## config.mk

```make
export PLATFORM = sky130hd
export DESIGN_NAME = maa_ctrl
export DESIGN_NICKNAME = d
export VERILOG_FILES = /design/src/maa_pkg.sv /design/src/maa_ctrl.sv
export SDC_FILE = /design/constraint.sdc
export NUM_CORES = 1
export LEC_CHECK = 0
export ABC_AREA = 1
export BUFFER_PORTS_ARGS = -buffer_cell sky130_fd_sc_hd__buf_2
export CAP_MARGIN = 10
export CORE_AREA = 2 2 39 41
export CTS_BUF_LIST = sky130_fd_sc_hd__clkbuf_8 sky130_fd_sc_hd__clkbuf_16
export DETAILED_ROUTE_END_ITERATION = 8
export DIE_AREA = 0 0 41 43
export GPL_TIMING_DRIVEN = 0
export HOLD_SLACK_MARGIN = 0.08
export PLACE_DENSITY_LB_ADDON = 0.15
export SLEW_MARGIN = 20
export SYNTH_ARGS = -nofsm -noshare
export SYNTH_HDL_FRONTEND = slang
export SYNTH_SLANG_ARGS = --single-unit
```

## constraint.sdc

```tcl
create_clock -name clock -period 1.8 [get_ports clock]
set_input_delay 0.36 -clock clock [delete_from_list [all_inputs] [get_ports clock]]
set_output_delay 0.36 -clock clock [all_outputs]
set_load 0.02 [all_outputs]
```

## src/maa_pkg.sv

```systemverilog
package maa_pkg;

   // Sizing of the element store and the dimension limit
   localparam int MAX_DIMS    = 4;
   localparam int STORE_DEPTH = 1024;

   // Fixed field widths
   localparam int FIELD_COUNT = 4;
   localparam int COORD_W     = 10;
   localparam int SIZE_W      = 11;
   localparam int DATA_W      = 32;
   localparam int DCNT_W      = 3;
   localparam int CSR_IDX_W   = 3;
   localparam int DSEL_W      = 2;

   // Dimensions that can actually be used
   localparam int DIM_LIM = (MAX_DIMS < FIELD_COUNT) ? MAX_DIMS : FIELD_COUNT;

   // Store address and Horner product widths
   localparam int IDX_W  = (STORE_DEPTH > 1) ? $clog2(STORE_DEPTH) : 1;
   localparam int PROD_W = IDX_W + SIZE_W + 1;

   // Opcodes
   localparam logic OP_READ  = 1'b0;
   localparam logic OP_WRITE = 1'b1;

   // Register indexes
   localparam logic [CSR_IDX_W-1:0] CSR_DIM_COUNT = 3'd0;
   localparam logic [CSR_IDX_W-1:0] CSR_SIZE_0    = 3'd1;
   localparam logic [CSR_IDX_W-1:0] CSR_SIZE_1    = 3'd2;
   localparam logic [CSR_IDX_W-1:0] CSR_SIZE_2    = 3'd3;
   localparam logic [CSR_IDX_W-1:0] CSR_SIZE_3    = 3'd4;

   typedef logic [COORD_W-1:0] coord_type;
   typedef logic [SIZE_W-1:0]  size_type;
   typedef logic [DSEL_W-1:0]  dsel_type;

   // Controller to datapath
   typedef struct packed {
      logic     load;       // latch request beat, clear accumulator
      logic     step;       // one Horner multiply-add
      dsel_type dim_sel;    // dimension worked on by step
      logic     mem_go;     // store access
      logic     clear_go;   // clear one store entry
   } cmd_type;

   // Datapath to controller
   typedef struct packed {
      dsel_type last_dim;   // index of the innermost dimension in use
      logic     clear_last; // clear pointer at final entry
   } status_type;

endpackage

```

## src/maa_ctrl.sv

```systemverilog
module maa_ctrl (
   input  logic                clock,
   input  logic                reset,
   input  logic                start,
   input  maa_pkg::status_type status,
   output maa_pkg::cmd_type    cmd,
   output logic                busy,
   output logic                rsp_valid
);
   import maa_pkg::*;

   typedef enum logic [2:0] {
      ST_CLEAR,
      ST_IDLE,
      ST_STEP,
      ST_MEM,
      ST_RESP
   } state_type;

   state_type state_ff;
   dsel_type  dim_ff;

   always_ff @(posedge clock) begin
      if (reset) begin
         state_ff <= ST_CLEAR;
         dim_ff   <= '0;
      end else begin
         unique case (state_ff)
            ST_CLEAR: begin
               if (status.clear_last) state_ff <= ST_IDLE;
            end
            ST_IDLE: begin
               if (start) begin
                  state_ff <= ST_STEP;
                  dim_ff   <= '0;
               end
            end
            ST_STEP: begin
               if (dim_ff == status.last_dim) state_ff <= ST_MEM;
               else dim_ff <= dim_ff + 1'b1;
            end
            ST_MEM:  state_ff <= ST_RESP;
            ST_RESP: state_ff <= ST_IDLE;
            default: state_ff <= ST_IDLE;
         endcase
      end
   end

   always_comb begin
      cmd          = '0;
      cmd.load     = (state_ff == ST_IDLE) && start;
      cmd.step     = (state_ff == ST_STEP);
      cmd.dim_sel  = dim_ff;
      cmd.mem_go   = (state_ff == ST_MEM);
      cmd.clear_go = (state_ff == ST_CLEAR);
   end

   assign busy      = (state_ff != ST_IDLE);
   assign rsp_valid = (state_ff == ST_RESP);

endmodule

```

# After elaboration in Yosys (flattened, before gate mapping)
# Index checks and enable logic that the tools add are counted.
# totals
ff_bits	5
mem_bits_rw	0
mem_count	0
romBits	0
wordCells	25
latch_bits	0
# op_classes
n_addsub	1
magnitude_cmp	0
shifts	0
muxes	7
multipliers	0
n_bitwise	0
div_mod_pow	0
reduce_logical	5
eq_ne	10
# ops
cell	n
case mux 3 bit (4 select lines)	1
2-to-1 mux 3 bit	3
== test 3 x 2 -> 1 bit, second input constant	2
inequality test 2 bit, second input constant	3
AND reduction 3 bit	2
2-to-1 mux 2 bit	2
case mux 2 bit (2 select lines)	1
== test 3 x 1 -> 1 bit, second input constant	1
== test 3 bit, second input constant	1
logical NOT 3 bit	1
inequality test 3 x 1 -> 1 bit, second input constant	1
adder 2 x 1 -> 2 bit, second input constant	1
== test 2 bit	1
inequality test 2 x 1 -> 1 bit, second input constant	1
nonzero test 2 bit	1
logical AND 1 bit	1

# Depth between registers and ports, before layout
# logic_depth
depth_word	3
ltp_mapped	8
depth_no_buf	8

# Least setup slack after synthesis
# Ideal clock, no wire load.
# synth_path
path_type	register -> output
from	register state_ff[1]
to	output port cmd[1] (netlist name)
path_stages_with_launch	3
n_path_buf	0
t_arrival_ns	0.936
slack_ns	0.504
required_ns	1.440
path_cell_list	dfxtp_1 inv_1 nor3_1
# synth_lines
element	line_no	source
start, declared	maa_ctrl.sv:20	state_type state_ff;
start signal, assigned	maa_ctrl.sv:25	state_ff <= ST_CLEAR;
start signal, assigned	maa_ctrl.sv:30	if (status.clear_last) state_ff <= ST_IDLE;
start signal, assigned	maa_ctrl.sv:34	state_ff <= ST_STEP;
end, declared	maa_ctrl.sv:6	output maa_pkg::cmd_type cmd,

==> results.md <==
- Outcome: complete, no violations
- Placed Area: approximately 430 µm²
- Critical path data required time: about 1.4 ns
- Vias in the first global route: 301
- CTS Buf Count: 3
- RePlAce Congestion: between 0.6 and 0.7
- Die height: 43 µm
- Routed Wire Length: 721 µm
- GRT met2 Usage: 0.141
- Final hold violation count: 0
- Initial antenna violation count: 0
- Ys flop type: dfxtp_1
- Max-slew violation count: 0
- PwrDens: about 1300 mW/mm²
- TNS Setup: 0 ns
- Number of routed nets with antenna violations: 0
- Clk slew on worst S/H paths: ~0.040 ns
- CP peak stage delay: 0.41 ns
- HP Class: in -> reg
- Largest area contributor in the netlist: dfxtp_1
- Largest net degree at the start of global routing: 6
- Clk sink count: 5
- Initial drt markers: 6
- Vias/cell: between 4 and 5
- Library cells used by synthesis: 17
- First-pass GRT wire length: about 1.2 mm
- Place WS: ~0.6 ns
- Yosys Warn Count: 0
- Most frequent cell after synthesis: nand2_1
- Fmax: between 700 and 800 MHz
- Fraction of layout cells with a size suffix above 1: 0.406
- Fin Hold WS: ~0.36 ns
- Mapped cell area: ~340 µm²
- Number of enable flip-flop cells after synthesis: 0
- Worst path slowest cell: dfxtp_1
- Hold path start: reset
- Met1 Usage GRT: 0.131
- Reg2Reg Depth: 8
- Max H-tree Level: 1
- Setup-failing EPs final: 0
- WP data arrival: 1.06 ns
- # diodes: 0
- Async S/R FF share, synth: 0
- RR Endpoint: dim_ff[1]$_SDFFE_PP0P_
- RR Startpoint: state_ff[0]$_SDFFE_PP0P_
- Max_cap viols: 0
- Hold bufs inserted after CTS: 0
- Worst clock skew: roughly 0.00060 ns
- Area grow syn2layout: 38.2%
- Crit-path max FO: 5
- Worst setup path category: reg -> out
- CTS tree: yes
- Grt ovf: 0
- Register-to-register setup slack: about 0.70 ns
- Design area: ~470 µm²
- Row count: 14
- Relative slew slack: 0.818
- CTS-repair resized insts: 0
- Sequential area share after synthesis: 0.294
- Mean Syn Cell Area: approximately 6.5 µm²
- Critical-path cell list: inv_2, nand3_1, inv_2, buf_2
- I/O Pins: 14
- Drt first pass iters: 4
- Die Width: slightly above 40 µm
- Total core area: 0.00138 mm²
- Hold depth: 2
- Max Root-Sink Buffers: 2
- Crit-path most repeated cell: inv_2
- Fin crit period: between 1 and 1.5 ns
- Die ar.: 0.00176 mm²
- Total number of vias: between 300 and 400
- Fillers: between 150 and 200
- Synthesis-stage register bit count: 5
- Synth area leaders: dfxtp_1 (29%), nand2_1 (15%), inv_1 (9.9%), nand3_2 (5.9%), nand3_4 (5.1%)
- GR Util met3: 0.0314
- Worst slew pin tran: around 0.27 ns
- Synthesized instance count: 52
- Post-synth top area share: 0.294
- Leak: about 0.25 nW
- GR peak layer: met2
- Top cells by count, synth: nand2_1 (14), inv_1 (9), dfxtp_1 (5)
- Worst Hold End: dim_ff[1]$_SDFFE_PP0P_
- # nets final: 76
- Peak supply drop: approximately 560 µV
- Post-route DRC: 0
- Initial Util: 0.246
- Dominant delay contributor by cell family on the critical path: flip-flops
- Syn_nets: 58
- Setup WS post-layout: roughly 0.38 ns
- Post-DP HPWL: ~570 µm
- Root buffer cell: clkbuf_8
- Bufs and invs on worst path: 3
- Final Cycle Share: 0.792
- Input/output buffers: 13
- Wire length per cell: approximately 8.5 µm
- Critical Path Source Type: register
- Total setup buffers inserted after CTS: 0
- GR Util All Layers: 0.104
- Worst setup EP type: output port
- Worst-skew pair later-pin latency: 0.22 ns
- Unrepaired setup endpoints after global routing: no
[power breakdown]
group / internal (W) / total, W / switching, W / leakage, nW
Combinational: 0.0000849 / 0.000255 / 0.000170 / 0.184
Clock: 0.000147 / 0.000207 / 0.0000601 / 0.0269
Sequential: 0.000131 / 0.000152 / 0.0000211 / 0.0408
[layout make-up]
type	count	area (µm²)	share of cell area
Multi-Input combinational cell	34	191	0.407
Sequential cell	5	100	0.213
Timing Repair Buffer	13	65.1	0.138
Inverter	13	48.8	0.104
Clock buffer	3	41.3	0.0878
Tap cell	16	20.0	0.0426
Clock inverter	1	3.75	0.00798
[worst max path at each step]
| stage | to | cells after the start | from |
|---|---|---|---|
| 5_1_grt | cmd[5] | 4 | state_ff[1]$_SDFFE_PP0P_ |
| 4_1_cts | cmd[4] | 4 | state_ff[2]$_SDFFE_PP0P_ |
| 6_report | cmd[4] | 4 | state_ff[2]$_SDFFE_PP0P_ |
| 3_3_place_gp | cmd[4] | 4 | state_ff[2]$_SDFFE_PP0P_ |
| 2_1_floorplan | cmd[1] | 2 | state_ff[1]$_SDFFE_PP0P_ |
| 3_5_place_dp | cmd[4] | 4 | state_ff[2]$_SDFFE_PP0P_ |
[layer usage]
| metal | vias to the layer above | share of wire |
|---|---|---|
| li1 | 196 | - |
| met5 | - | 0 |
| met1 | 140 | 0.49 |
| met2 | 10 | 0.43 |
| met4 | 0 | 0 |
| met3 | 0 | 0.075 |
[layout by cell type, fill, tap and decap left out, types with 2 or more instances in the layout]
cell | Yosys | final
inv_2 | 4 | 4
a21oi_1 | 2 | 2
clkbuf_8 | 0 | 3
buf_2 | 0 | 13
nor3_1 | 3 | 3
nand2_1 | 14 | 14
nand2_2 | 2 | 2
dfxtp_1 | 5 | 5
nand3_2 | 2 | 2
nand3_1 | 2 | 2
inv_1 | 9 | 10
nor2_1 | 2 | 2
[worst register-to-register path, stage by stage, from the launching register on]
cell and delay (ns):
dfxtp_1 0.39, inv_2 0.08, nor2_2 0.12, nand3_2 0.11
nand2_2 0.10, inv_2 0.05, nand2_4 0.05, nand2_2 0.05
a21oi_2 0.10
[sequential cells by signal, indices dropped and copies added (netlist names)]
register and cells:
state_ff 3, dim_ff 2
[per-stage QoR]
step / total power [W] / std cells / util
after floorplan: 0.000346 / 52 / -
after global placement: 0.000412 / 81 / 0.307
after detailed placement: 0.000412 / 81 / 0.307
after CTS: 0.000624 / 85 / 0.340
after global routing: 0.000665 / 85 / 0.340
final: 0.000614 / 85 / 0.340
[logic make-up after synthesis]
| kind of cell | Yosys count | synth area share |
|---|---|---|
| AOI/OAI and AO/OA | 4 | 0.0772 |
| buffers and inverters | 13 | 0.143 |
| DFF | 5 | 0.294 |
| and+or+nand+nor | 30 | 0.485 |
(Power assumes the default switching activity.)
